<file path="src/rtl/scp_pkg.sv">
// Shared types and constants for the servo command string parser.
package scp_pkg;

    localparam logic [7:0] CH_HASH  = 8'h23;  // '#'
    localparam logic [7:0] CH_P     = 8'h50;  // 'P'
    localparam logic [7:0] CH_T     = 8'h54;  // 'T'
    localparam logic [7:0] CH_BANG  = 8'h21;  // '!'
    localparam logic [7:0] CH_0     = 8'h30;  // '0'
    localparam logic [7:0] CH_9     = 8'h39;  // '9'
    localparam logic [7:0] CH_S     = 8'h53;  // 'S'
    localparam logic [7:0] CH_D     = 8'h44;  // 'D'
    localparam logic [7:0] CH_C     = 8'h43;  // 'C'
    localparam logic [7:0] CH_K     = 8'h4B;  // 'K'
    localparam logic [7:0] CH_PLUS  = 8'h2B;  // '+'
    localparam logic [7:0] CH_MINUS = 8'h2D;  // '-'

    localparam logic [15:0] BIAS_MAX      = 16'd200;
    localparam logic [7:0]  SERVO_CNT_RST = 8'd8;
    localparam logic [3:0]  POS_SAT       = 4'd13;

    localparam logic [1:0] MATCH_BIAS = 2'b01;
    localparam logic [1:0] MATCH_STOP = 2'b10;

    typedef enum logic [1:0] {
        OP_MOVE = 2'd0,
        OP_STOP = 2'd1,
        OP_BIAS = 2'd2
    } op_t;

    typedef enum logic [3:0] {
        MODE_IDLE  = 4'b0001,
        MODE_SERVO = 4'b0010,
        MODE_PULSE = 4'b0100,
        MODE_TIME  = 4'b1000
    } field_mode_t;

    typedef struct packed {
        logic        hit;
        op_t         op;
        logic [15:0] servo_number;
        logic [13:0] bias;
        logic        scan_en;
    } fixed_res_t;

    typedef struct packed {
        logic        valid;
        logic [9:0]  number;
        logic [13:0] pulse;
        logic [13:0] duration;
    } move_t;

endpackage

</file>
<file path="src/rtl/scp_fixed_form.sv">
// Fixed-position stop and bias form recognizer.
module scp_fixed_form
(
    input  logic                    clk,
    input  logic                    rst_n,
    input  logic                    accept,
    input  logic [7:0]              ch,
    input  logic                    last,
    input  logic [7:0]              servo_count,
    output scp_pkg::fixed_res_t     res
);

    logic [3:0]  pos_reg, pos_next;
    logic [1:0]  prefix_reg, prefix_next;
    logic [15:0] raw_number_reg, raw_number_next;
    logic [15:0] raw_bias_reg, raw_bias_next;
    logic [7:0]  bias_sign_reg, bias_sign_next;
    logic        skip_reg, skip_next;

    logic [15:0] d16;
    logic [15:0] raw_number_acc;
    logic [15:0] raw_bias_acc;
    logic [15:0] bias_neg;
    logic        bias_ok;

    assign d16            = {8'd0, ch} - {8'd0, scp_pkg::CH_0};
    assign raw_number_acc = 16'(raw_number_reg * 16'd10 + d16);
    assign raw_bias_acc   = 16'(raw_bias_reg * 16'd10 + d16);
    assign bias_neg       = 16'd0 - raw_bias_reg;
    assign bias_ok        = ($signed(raw_bias_reg) <= $signed(scp_pkg::BIAS_MAX))
                            && (raw_number_reg < {8'd0, servo_count});

    always_comb
    begin
        pos_next        = pos_reg;
        prefix_next     = prefix_reg;
        raw_number_next = raw_number_reg;
        raw_bias_next   = raw_bias_reg;
        bias_sign_next  = bias_sign_reg;
        skip_next       = skip_reg;

        res              = '0;
        res.op           = scp_pkg::OP_STOP;
        res.servo_number = raw_number_reg;
        res.scan_en      = !skip_reg;

        if (!skip_reg)
        begin
            case (pos_reg) inside
                4'd0:
                begin
                    prefix_next = (ch == scp_pkg::CH_HASH)
                                  ? (scp_pkg::MATCH_BIAS | scp_pkg::MATCH_STOP) : 2'b00;
                end
                [4'd1:4'd3]:
                begin
                    raw_number_next = raw_number_acc;
                end
                4'd4:
                begin
                    if (ch != scp_pkg::CH_P)
                        prefix_next = 2'b00;
                end
                4'd5:
                begin
                    if (ch != scp_pkg::CH_S) prefix_next = prefix_next & ~scp_pkg::MATCH_BIAS;
                    if (ch != scp_pkg::CH_D) prefix_next = prefix_next & ~scp_pkg::MATCH_STOP;
                end
                4'd6:
                begin
                    if (ch != scp_pkg::CH_C) prefix_next = prefix_next & ~scp_pkg::MATCH_BIAS;
                    if (ch != scp_pkg::CH_S) prefix_next = prefix_next & ~scp_pkg::MATCH_STOP;
                end
                4'd7:
                begin
                    if (ch != scp_pkg::CH_K) prefix_next = prefix_next & ~scp_pkg::MATCH_BIAS;
                    if (ch != scp_pkg::CH_T) prefix_next = prefix_next & ~scp_pkg::MATCH_STOP;
                end
                4'd8:
                begin
                    bias_sign_next = ch;
                    if (((prefix_reg & scp_pkg::MATCH_STOP) != 2'b00)
                        && ch == scp_pkg::CH_BANG)
                    begin
                        res.hit     = 1'b1;
                        res.scan_en = 1'b0;
                        skip_next   = 1'b1;
                    end
                end
                [4'd9:4'd11]:
                begin
                    raw_bias_next = raw_bias_acc;
                end
                4'd12:
                begin
                    if (((prefix_reg & scp_pkg::MATCH_BIAS) != 2'b00)
                        && ch == scp_pkg::CH_BANG && bias_ok)
                    begin
                        res.op = scp_pkg::OP_BIAS;
                        if (bias_sign_reg == scp_pkg::CH_PLUS)
                        begin
                            res.hit  = 1'b1;
                            res.bias = raw_bias_reg[13:0];
                        end
                        else if (bias_sign_reg == scp_pkg::CH_MINUS)
                        begin
                            res.hit  = 1'b1;
                            res.bias = bias_neg[13:0];
                        end
                    end
                end
                default:
                begin
                end
            endcase
            // stop form leaves position untouched; skip flag masks everything after
            if (!skip_next && pos_reg < scp_pkg::POS_SAT)
                pos_next = pos_reg + 4'd1;
        end

        if (last)
        begin
            pos_next        = '0;
            prefix_next     = scp_pkg::MATCH_BIAS | scp_pkg::MATCH_STOP;
            raw_number_next = '0;
            raw_bias_next   = '0;
            bias_sign_next  = '0;
            skip_next       = 1'b0;
        end
    end

    always_ff @(posedge clk or negedge rst_n)
    begin
        if (!rst_n)
        begin
            pos_reg        <= '0;
            prefix_reg     <= scp_pkg::MATCH_BIAS | scp_pkg::MATCH_STOP;
            raw_number_reg <= '0;
            raw_bias_reg   <= '0;
            bias_sign_reg  <= '0;
            skip_reg       <= 1'b0;
        end
        else if (accept)
        begin
            pos_reg        <= pos_next;
            prefix_reg     <= prefix_next;
            raw_number_reg <= raw_number_next;
            raw_bias_reg   <= raw_bias_next;
            bias_sign_reg  <= bias_sign_next;
            skip_reg       <= skip_next;
        end
    end

endmodule

</file>
<file path="src/rtl/scp_field_scan.sv">
// Running field scan: servo number, pulse and time accumulators.
module scp_field_scan
(
    input  logic                    clk,
    input  logic                    rst_n,
    input  logic                    accept,
    input  logic [7:0]              ch,
    input  logic                    last,
    input  logic                    scan_en,
    input  logic                    fixed_hit,
    output scp_pkg::move_t          move
);

    scp_pkg::field_mode_t mode_reg, mode_next;
    logic [1:0]  count_reg, count_next;
    logic [9:0]  number_reg, number_next;
    logic [13:0] pulse_reg, pulse_next;
    logic [13:0] time_reg, time_next;

    logic        is_digit;
    logic [3:0]  d;
    logic        field_done;

    assign is_digit = (ch >= scp_pkg::CH_0) && (ch <= scp_pkg::CH_9);
    assign d        = ch[3:0];
    assign field_done = (mode_reg == scp_pkg::MODE_SERVO) ? (count_reg == 2'd2)
                                                          : (count_reg == 2'd3);

    always_comb
    begin
        mode_next   = mode_reg;
        count_next  = count_reg;
        number_next = number_reg;
        pulse_next  = pulse_reg;
        time_next   = time_reg;

        move.valid    = 1'b0;
        move.number   = number_reg;
        move.pulse    = pulse_reg;
        move.duration = 14'(time_reg * 14'd10 + 14'(d));

        if (scan_en)
        begin
            if (mode_reg != scp_pkg::MODE_IDLE)
            begin
                if (is_digit)
                begin
                    case (mode_reg)
                        scp_pkg::MODE_SERVO:
                            number_next = 10'(number_reg * 10'd10 + 10'(d));
                        scp_pkg::MODE_PULSE:
                            pulse_next  = 14'(pulse_reg * 14'd10 + 14'(d));
                        scp_pkg::MODE_TIME:
                            time_next   = move.duration;
                        default:
                        begin
                        end
                    endcase
                    if (field_done)
                    begin
                        move.valid = (mode_reg == scp_pkg::MODE_TIME) && !fixed_hit;
                        mode_next  = scp_pkg::MODE_IDLE;
                        count_next = 2'd0;
                    end
                    else
                    begin
                        count_next = count_reg + 2'd1;
                    end
                end
                else
                begin
                    mode_next  = scp_pkg::MODE_IDLE;
                    count_next = 2'd0;
                end
            end
            else
            begin
                case (ch)
                    scp_pkg::CH_HASH:
                    begin
                        number_next = '0;
                        mode_next   = scp_pkg::MODE_SERVO;
                        count_next  = 2'd0;
                    end
                    scp_pkg::CH_P:
                    begin
                        pulse_next = '0;
                        mode_next  = scp_pkg::MODE_PULSE;
                        count_next = 2'd0;
                    end
                    scp_pkg::CH_T:
                    begin
                        time_next  = '0;
                        mode_next  = scp_pkg::MODE_TIME;
                        count_next = 2'd0;
                    end
                    default:
                    begin
                    end
                endcase
            end
        end

        if (last)
        begin
            mode_next   = scp_pkg::MODE_IDLE;
            count_next  = '0;
            number_next = '0;
            pulse_next  = '0;
            time_next   = '0;
        end
    end

    always_ff @(posedge clk or negedge rst_n)
    begin
        if (!rst_n)
        begin
            mode_reg   <= scp_pkg::MODE_IDLE;
            count_reg  <= '0;
            number_reg <= '0;
            pulse_reg  <= '0;
            time_reg   <= '0;
        end
        else if (accept)
        begin
            mode_reg   <= mode_next;
            count_reg  <= count_next;
            number_reg <= number_next;
            pulse_reg  <= pulse_next;
            time_reg   <= time_next;
        end
    end

endmodule

</file>
<file path="src/rtl/servo_command_string_parser_unit.sv">
// Top level of the servo command string parser.
// A result word is registered: it is on the master side in the cycle after its character is accepted.
// Throughput: one character per cycle while the output is not stalled; state updates once per accepted character.
// The output register refills in the cycle it is taken, so input stalls only on output stall.
// Reset (rst_n, async, active low) clears parse state, output valid; servo_count returns to 8.
module servo_command_string_parser_unit
(
    input  logic        clk,
    input  logic        rst_n,
    input  logic        cfg_we,
    input  logic [7:0]  cfg_wdata,      // servo_count
    input  logic        s_axis_tvalid,
    output logic        s_axis_tready,
    input  logic [7:0]  s_axis_tdata,   // [7:0] ch
    input  logic        s_axis_tlast,
    output logic        m_axis_tvalid,
    input  logic        m_axis_tready,
    output logic [63:0] m_axis_tdata,   // [15:0] servo_number, [29:16] pulse,
                                        // [43:30] duration, [57:44] bias, [63:58] zero
    output logic [1:0]  m_axis_tuser    // [1:0] op
);

    logic [7:0]          servo_count_reg;
    logic                out_valid_reg;
    logic [63:0]         out_data_reg, out_data_next;
    logic [1:0]          out_op_reg, out_op_next;
    logic                accept;
    logic                result_valid;
    scp_pkg::fixed_res_t fixed_res;
    scp_pkg::move_t      move;

    assign s_axis_tready = !out_valid_reg || m_axis_tready;
    assign accept        = s_axis_tvalid && s_axis_tready;

    scp_fixed_form u_fixed
    (
        .clk         (clk),
        .rst_n       (rst_n),
        .accept      (accept),
        .ch          (s_axis_tdata),
        .last        (s_axis_tlast),
        .servo_count (servo_count_reg),
        .res         (fixed_res)
    );

    scp_field_scan u_scan
    (
        .clk       (clk),
        .rst_n     (rst_n),
        .accept    (accept),
        .ch        (s_axis_tdata),
        .last      (s_axis_tlast),
        .scan_en   (fixed_res.scan_en),
        .fixed_hit (fixed_res.hit),
        .move      (move)
    );

    assign result_valid = fixed_res.hit || move.valid;

    always_comb
    begin
        if (fixed_res.hit)
        begin
            out_op_next   = fixed_res.op;
            out_data_next = {6'd0, fixed_res.bias, 14'd0, 14'd0, fixed_res.servo_number};
        end
        else
        begin
            out_op_next   = scp_pkg::OP_MOVE;
            out_data_next = {6'd0, 14'd0, move.duration, move.pulse, 6'd0, move.number};
        end
    end

    always_ff @(posedge clk or negedge rst_n)
    begin
        if (!rst_n)
        begin
            servo_count_reg <= scp_pkg::SERVO_CNT_RST;
            out_valid_reg   <= 1'b0;
        end
        else
        begin
            if (cfg_we)
                servo_count_reg <= cfg_wdata;
            if (s_axis_tready)
                out_valid_reg <= accept && result_valid;
        end
    end

    always_ff @(posedge clk)
    begin
        if (accept && result_valid)
        begin
            out_data_reg <= out_data_next;
            out_op_reg   <= out_op_next;
        end
    end

    assign m_axis_tvalid = out_valid_reg;
    assign m_axis_tdata  = out_data_reg;
    assign m_axis_tuser  = out_op_reg;

endmodule

</file>
<file path="config.mk">
export PLATFORM = sky130hd
export DESIGN_NAME = servo_command_string_parser_unit
export DESIGN_NICKNAME = d
export VERILOG_FILES = /design/src/rtl/scp_pkg.sv /design/src/rtl/scp_fixed_form.sv /design/src/rtl/scp_field_scan.sv /design/src/rtl/servo_command_string_parser_unit.sv
export SDC_FILE = /design/constraint.sdc
export NUM_CORES = 1
export LEC_CHECK = 0
export ABC_AREA = 1
export BUFFER_PORTS_ARGS = -buffer_cell sky130_fd_sc_hd__buf_2
export CAP_MARGIN = 40
export CORE_MARGIN = 5
export CORE_UTILIZATION = 60
export CTS_CLUSTER_SIZE = 25
export DETAILED_ROUTE_END_ITERATION = 8
export HOLD_SLACK_MARGIN = 0.08
export PLACE_DENSITY_LB_ADDON = 0.15
export SYNTH_ARGS = -nofsm -noshare
export SYNTH_HDL_FRONTEND = slang
export SYNTH_SLANG_ARGS = --single-unit
</file>
<file path="constraint.sdc">
create_clock -name clk -period 4 [get_ports clk]
set_input_delay 0.8 -clock clk [delete_from_list [all_inputs] [get_ports clk]]
set_output_delay 0.8 -clock clk [all_outputs]
set_load 0.01 [all_outputs]
</file>
After elaboration in Yosys (flattened, before gate mapping):

Index checks and enable logic that the tools add are counted.
Widths: inputs -> output; s select.

* bitwise operators: 3
* eq/ne operators: 41
* multiply operators: 5
* $add $sub $neg: 9
* reductions and logical operators: 44
* muxes and demuxes: 122
* magnitude comparators: 9

Operator list (number)
* $mux 16: 14
* $mux 14: 14
* $mux 8: 9
* $mux 10: 7
* $mux 2: 28
* $ne 8x7->1 const B: 6
* $mux 1: 39
* $add 16x16->16: 2
* $eq 8x6->1 const B: 4
* $mul 16x3->15 const B: 2
* $mux 4: 8
* $add 14x4->14: 2
* $mul 14x3->13 const B: 2
* $eq 4x3->1 const B: 5
* $reduce_and 5->1: 4
* $eq 8x7->1 const B: 2
* $le 16x9->1 const B: 1
* $lt 16x8->1: 1
* $ne 2x2->1 const B: 8
* $sub 1x14->14 const A: 1
* $eq 4x4->1 const B: 3
* $pmux 4 s3: 1
* $reduce_bool 3->1: 4
* $reduce_bool 6->1: 2
* 37 further kinds: 64

* logic and storage cells: 253
* input port bits: 22
* bits in registers: 166
* output and inout port bits: 68

Logic depth before layout (Yosys ltp):

* depth in word-level cells: 22
* mapped depth: 22
* depth with buffers taken out: 22

Cells and area by module:

From an unflattened synthesis, not the netlist that was laid out.

* cells, all modules: 1730
* area total of the unflattened synthesis: 13021.2 um2

By module, submodules not included
* scp_fixed_form: times used 1, sequential area each 1178.6 um2, cells each 905, area an instance 5915.7 um2
* scp_field_scan: times used 1, sequential area each 1077.3 um2, cells each 578, area an instance 4249.1 um2
* servo_command_string_parser_unit: times used 1, sequential area each 2028.2 um2, cells each 247, area an instance 2856.5 um2

Worst setup path before layout:

OpenSTA, ideal clock, no wires.

* kind: input to register
* from: in s_axis_tdata[4]
* to: reg out_data_reg[0] (netlist: m_axis_tdata[0]) (enable)
* setup slack: 505 ps
* data required time: 3586 ps
* path buffers: 0
* setup time: 414 ps
* data arrival time: 3081 ps
* stages on the path: 12
* cells stage by stage: inv_1 -> ha_1 -> nand2_1 -> nor2_2 -> nand3_1 -> nor2_2 -> nand4_2 -> nand2_1 -> nand2_2 -> nand2_1 -> nand2_1 -> inv_1

* word-level cells in the longest chain between the ends: 22
* elaborated cells between the ends (all ways): 36
* classes of those cells: 2 x order compare; 1 x eq/ne; 25 x mux; 8 x reduce/logical

Ends and longest elaborated chain
* from (decl): line servo_command_string_parser_unit.sv:14 `input logic [7:0] s_axis_tdata,`
* $eq 8x6->1: line scp_fixed_form.sv:83, scp_fixed_form.sv:97
* $logic_and 1x1->1 (2 in a row): line scp_fixed_form.sv:97 `&& ch == scp_pkg::CH_BANG && bias_ok)`
* $mux 3: line scp_fixed_form.sv:96 `if (((prefix_reg & scp_pkg::MATCH_BIAS) != 2'b00)`
* $mux 1 (9 in a row): line scp_fixed_form.sv:49 `case (pos_reg) inside`
* $mux 3: line scp_fixed_form.sv:47 `if (!skip_reg)`
* $logic_not 1->1: line scp_field_scan.sv:61 `move.valid = (mode_reg == scp_pkg::MODE_TIME) && !fixed_hit;`
* $logic_and 1x1->1: line scp_field_scan.sv:61
* $mux 1: line scp_field_scan.sv:59 `if (field_done)`
* $mux 1: line scp_field_scan.sv:46 `if (is_digit)`
* $mux 1: line scp_field_scan.sv:44 `if (mode_reg != scp_pkg::MODE_IDLE)`
* $mux 1: line scp_field_scan.sv:42 `if (scan_en)`
* $logic_or 1x1->1 (*): line servo_command_string_parser_unit.sv:58 `assign result_valid = fixed_res.hit || move.valid;`
* $logic_and 1x1->1 (*): line servo_command_string_parser_unit.sv:92 `if (accept && result_valid)`
* to (signal assigned): line servo_command_string_parser_unit.sv:94 `out_data_reg <= out_data_next;`
* to (decl): line servo_command_string_parser_unit.sv:25 `logic [63:0] out_data_reg, out_data_next;`

Every way passes the cells marked *; elsewhere a longest branch is shown, timed or not.
A chain may end at the register's enable or synchronous reset.

Final worst setup path:

* from: reg u_fixed.raw_number_reg[1]
* to: reg u_fixed.raw_number_reg[15]

* word-level cells in the longest chain between the ends: 6

Ends and longest elaborated chain
* from (decl): line scp_fixed_form.sv:15 `logic [15:0] raw_number_reg, raw_number_next;`
* from (signal assigned): line scp_fixed_form.sv:147 `raw_number_reg <= raw_number_next;`
* $mul 16x3->15: line scp_fixed_form.sv:27 `assign raw_number_acc = 16'(raw_number_reg * 16'd10 + d16);`
* $add 16x16->16: line scp_fixed_form.sv:27
* $mux 16 (2 in a row): line scp_fixed_form.sv:49
* $mux 16: line scp_fixed_form.sv:47
* $mux 16: line scp_fixed_form.sv:121 `if (last)`

No other way between the ends. The select of a mux whose other input is x is not followed.

==> results.md <==
* Sequential share of the synthesized area at 34.47%
* Setup_tns at 0 ns
* WL final at 30080 µm
* WS Path Type: reg -> reg
* Dpl hpwl at 22820 µm
* Critical path capture point type: flip-flop
* Largest net degree at the start of global routing at 100
* Post-Syn Instances at 1609
* Syn. warnings at 0
* Hold Fails Final Rpt at 0
* Class of the worst hold path: in -> async
* Syn Area/Cell at between 7 and 8 µm²
* Flop-to-flop setup slack at 0.34 ns
* Setup WS pre-CTS at 0.3807 ns
* Mapped Area at 12430 µm²
* Die H at between 150 and 200 µm
* Seq cells post-synth at 159
* Unrepaired setup endpoints after global routing: no
* Placed Area at 13110 µm²
* Nets at 1875
* Vias post-DR at 10851
* Outcome: finished clean
* Worst-path fanout max at 5
* Static Leakage at about 7.1 nW
* Period utilization at between 90% and 100%
* Global placement routability congestion at 0.9238
* Post-synth EDFFs at 60
* Initial antenna violation count at 1
* DRC viols at 0
* Endpoints failing setup at 0
* Worst-margin pin slew at 0.5936 ns
* Clock Latency Late Sink at roughly 0.44 ns
* Largest area contributor in the netlist: dfrtp_1
* Worst-path clk slew at 0.07 ns
* GR Util All Layers at 26.03%
* Max-cap viol count at 0
* Synth unique cells at 49
* Synth area leaders: dfrtp_1, ha_1, edfxtp_1
* Post-layout minimum cycle time at about 3.7 ns
* Top cell type's share of synthesized area at 19.13%
* Final instance area at about 14000 µm²
* Slew Viols, Final at 0
* Register area at roughly 4300 µm²
* CTS sink cnt at 159
* Multi-input logic area at 7157 µm²
* Grt ovf at 0
* Die area at 23690 µm²
* Worst EP required at 4.33 ns
* IO Port Bufs at 83
* Number of global-route vias before repair at 10897
* Growth of design area from synthesis to finish at 10.44%
* Fill count at 1757
* Die width at around 150 µm
* Fmax at 0.2733 GHz
* Async SR Flop Fraction at 62.26%
* H-tree Lvls at 4
* CTS tree: done
* Crit start category: flip-flop
* Max Root-Sink Buffers at 2
* Fin worst setup slack at 0.3409 ns
* Main synth FF type: dfrtp_1
* Worst slew margin at 60.43%
* Layout cells sized above 1 at 10.01%
* First-pass GRT wire length at 51180 µm
* CP arrival at about 4.0 ns
* Pre-Repair DR Iteration Count at 7
* Routed len/inst at 15.20 µm
* Row cnt at 52
* Num CTS Buffers at 17
* Pwr dens at 646.3 nW/µm²
* Core area at 20300 µm²
* DRT iter0 DRCs at between 600 and 700
* Root buf cell: clkbuf_16
* Clock skew at around 0.014 ns
* Antenna Nets Post-Route at 0
* Max reg flops at 58
* Peak supply drop at between 0.3 and 0.4 mV
* IO Count at 90
* Starting Density at ~60%
* Drt via density at 5.483
## through the flow
| step | utilization, % | total power [W] | cells | hold WS (ns) |
|---|---|---|---|---|
| 5_1_grt | 67.62 | 0.009700 | 1979 | 0.4928 |
| 2_1_floorplan | - | 0.005999 | 1614 | 0.4491 |
| 3_5_place_dp | 64.56 | 0.007061 | 1946 | 0.4681 |
| 6_report | 67.62 | 0.008871 | 1979 | 0.4117 |
| 4_1_cts | 67.61 | 0.008859 | 1978 | 0.4656 |
| 3_3_place_gp | 64.56 | 0.006948 | 1946 | 0.4614 |
## layer usage
layer	routed length (µm)	global-route usage, %	up-vias
li1	-	-	5477
met1	13190	31.77	5038
met2	14890	46.33	268
met3	1177	4.019	68
met4	824	9.966	0
met5	0	0	-
## cell usage in the layout, fill, tap and decap left out, types with 46 or more instances in the layout
cell type / n
inv_1: 211
nor2_1: 156
dfrtp_1: 95
a21oi_1: 72
o21ai_0: 96
ha_1: 148
xor2_1: 46
nand3_1: 104
buf_2: 82
edfxtp_1: 60
nand2_1: 402
## cell usage after synthesis (5+ instances only)
library cell / count
a21oi_1: 72
nand2_1: 402
buf_2: 7
nor2_4: 5
dfrtp_1: 95
o21ai_1: 14
xnor2_1: 24
nor3_1: 9
o21bai_1: 5
nor2_2: 6
nor2_1: 156
o21ai_0: 96
clkbuf_1: 7
nand4_1: 24
edfxtp_1: 60
inv_2: 6
o22ai_1: 8
nand3b_1: 10
a21o_1: 5
buf_4: 8
fa_1: 10
or2_2: 11
o31ai_1: 11
o21ai_2: 7
nand3_1: 104
inv_1: 212
ha_1: 148
xor2_1: 46
buf_6: 6
## report_power, final
part / internal (W) / leakage [nW] / switching, W / total (W)
sequential: 0.00202 / 1.84 / 0.000348 / 0.00237
combinational: 0.00177 / 4.96 / 0.00297 / 0.00474
clock: 0.00100 / 0.302 / 0.000757 / 0.00176
## kinds of logic after synthesis
group           after synthesis  share of synthesized area (%)
flops                       159                          34.47
xor+xnor                     70                          4.933
compound gates              234                          10.54
other cells                   1                        0.03017
mux                           1                        0.09059
buf+inv                     246                          8.103
fa+ha+maj                   158                          16.51
simple gates                740                          25.33
## worst max-delay path, stage by stage (launching register included)
cell and delay (ns):
dfrtp_1 0.46, ha_1 0.33, ha_1 0.18, inv_1 0.06, fa_1 0.40, o21ai_0 0.36, nand4_1 0.14, nand2_1 0.10
nand2_1 0.06, nand2_1 0.06, a21oi_1 0.07, xnor2_1 0.13, ha_1 0.32, inv_1 0.08, nor3_1 0.24, inv_1 0.06
nor2_1 0.10, nor2_1 0.04, o21ai_0 0.09, nand3_1 0.12, nand3_1 0.10, nand2_1 0.05
## layout make-up
type                    count  area share [%]
clock buffers              17           3.099
well taps                 270           2.461
clock inverters            15           1.413
flip-flops and latches    159           31.21
diodes                      1         0.01823
repair buffers             90           3.701
multi-input cells        1209           52.14
inverters                 218           5.961
## repair_timing
action | 4_1_cts | 5_1_grt
resized for setup | 0 | 1
hold endpoints to repair | 0 | 0
buffers inserted | 0 | 0
hold buffers | 0 | 0
setup endpoints to repair | 0 | 1
## path summary, 6_finish.rpt
path,startpoint,cells after the start,endpoint
worst max-delay path,u_fixed.raw_number_reg[1],21,u_fixed.raw_number_reg[15]
worst min-delay path,rst_n,2,u_scan.time_reg[8]
worst max register to register,u_fixed.raw_number_reg[1],21,u_fixed.raw_number_reg[15]
worst min register to register,u_fixed.raw_bias_reg[15],2,u_fixed.raw_bias_reg[15]
max in group asynchronous,rst_n,2,u_fixed.raw_number_reg[12]
min in group clk,u_fixed.raw_bias_reg[15],2,u_fixed.raw_bias_reg[15]
Power figures use the tool's default switching activity.
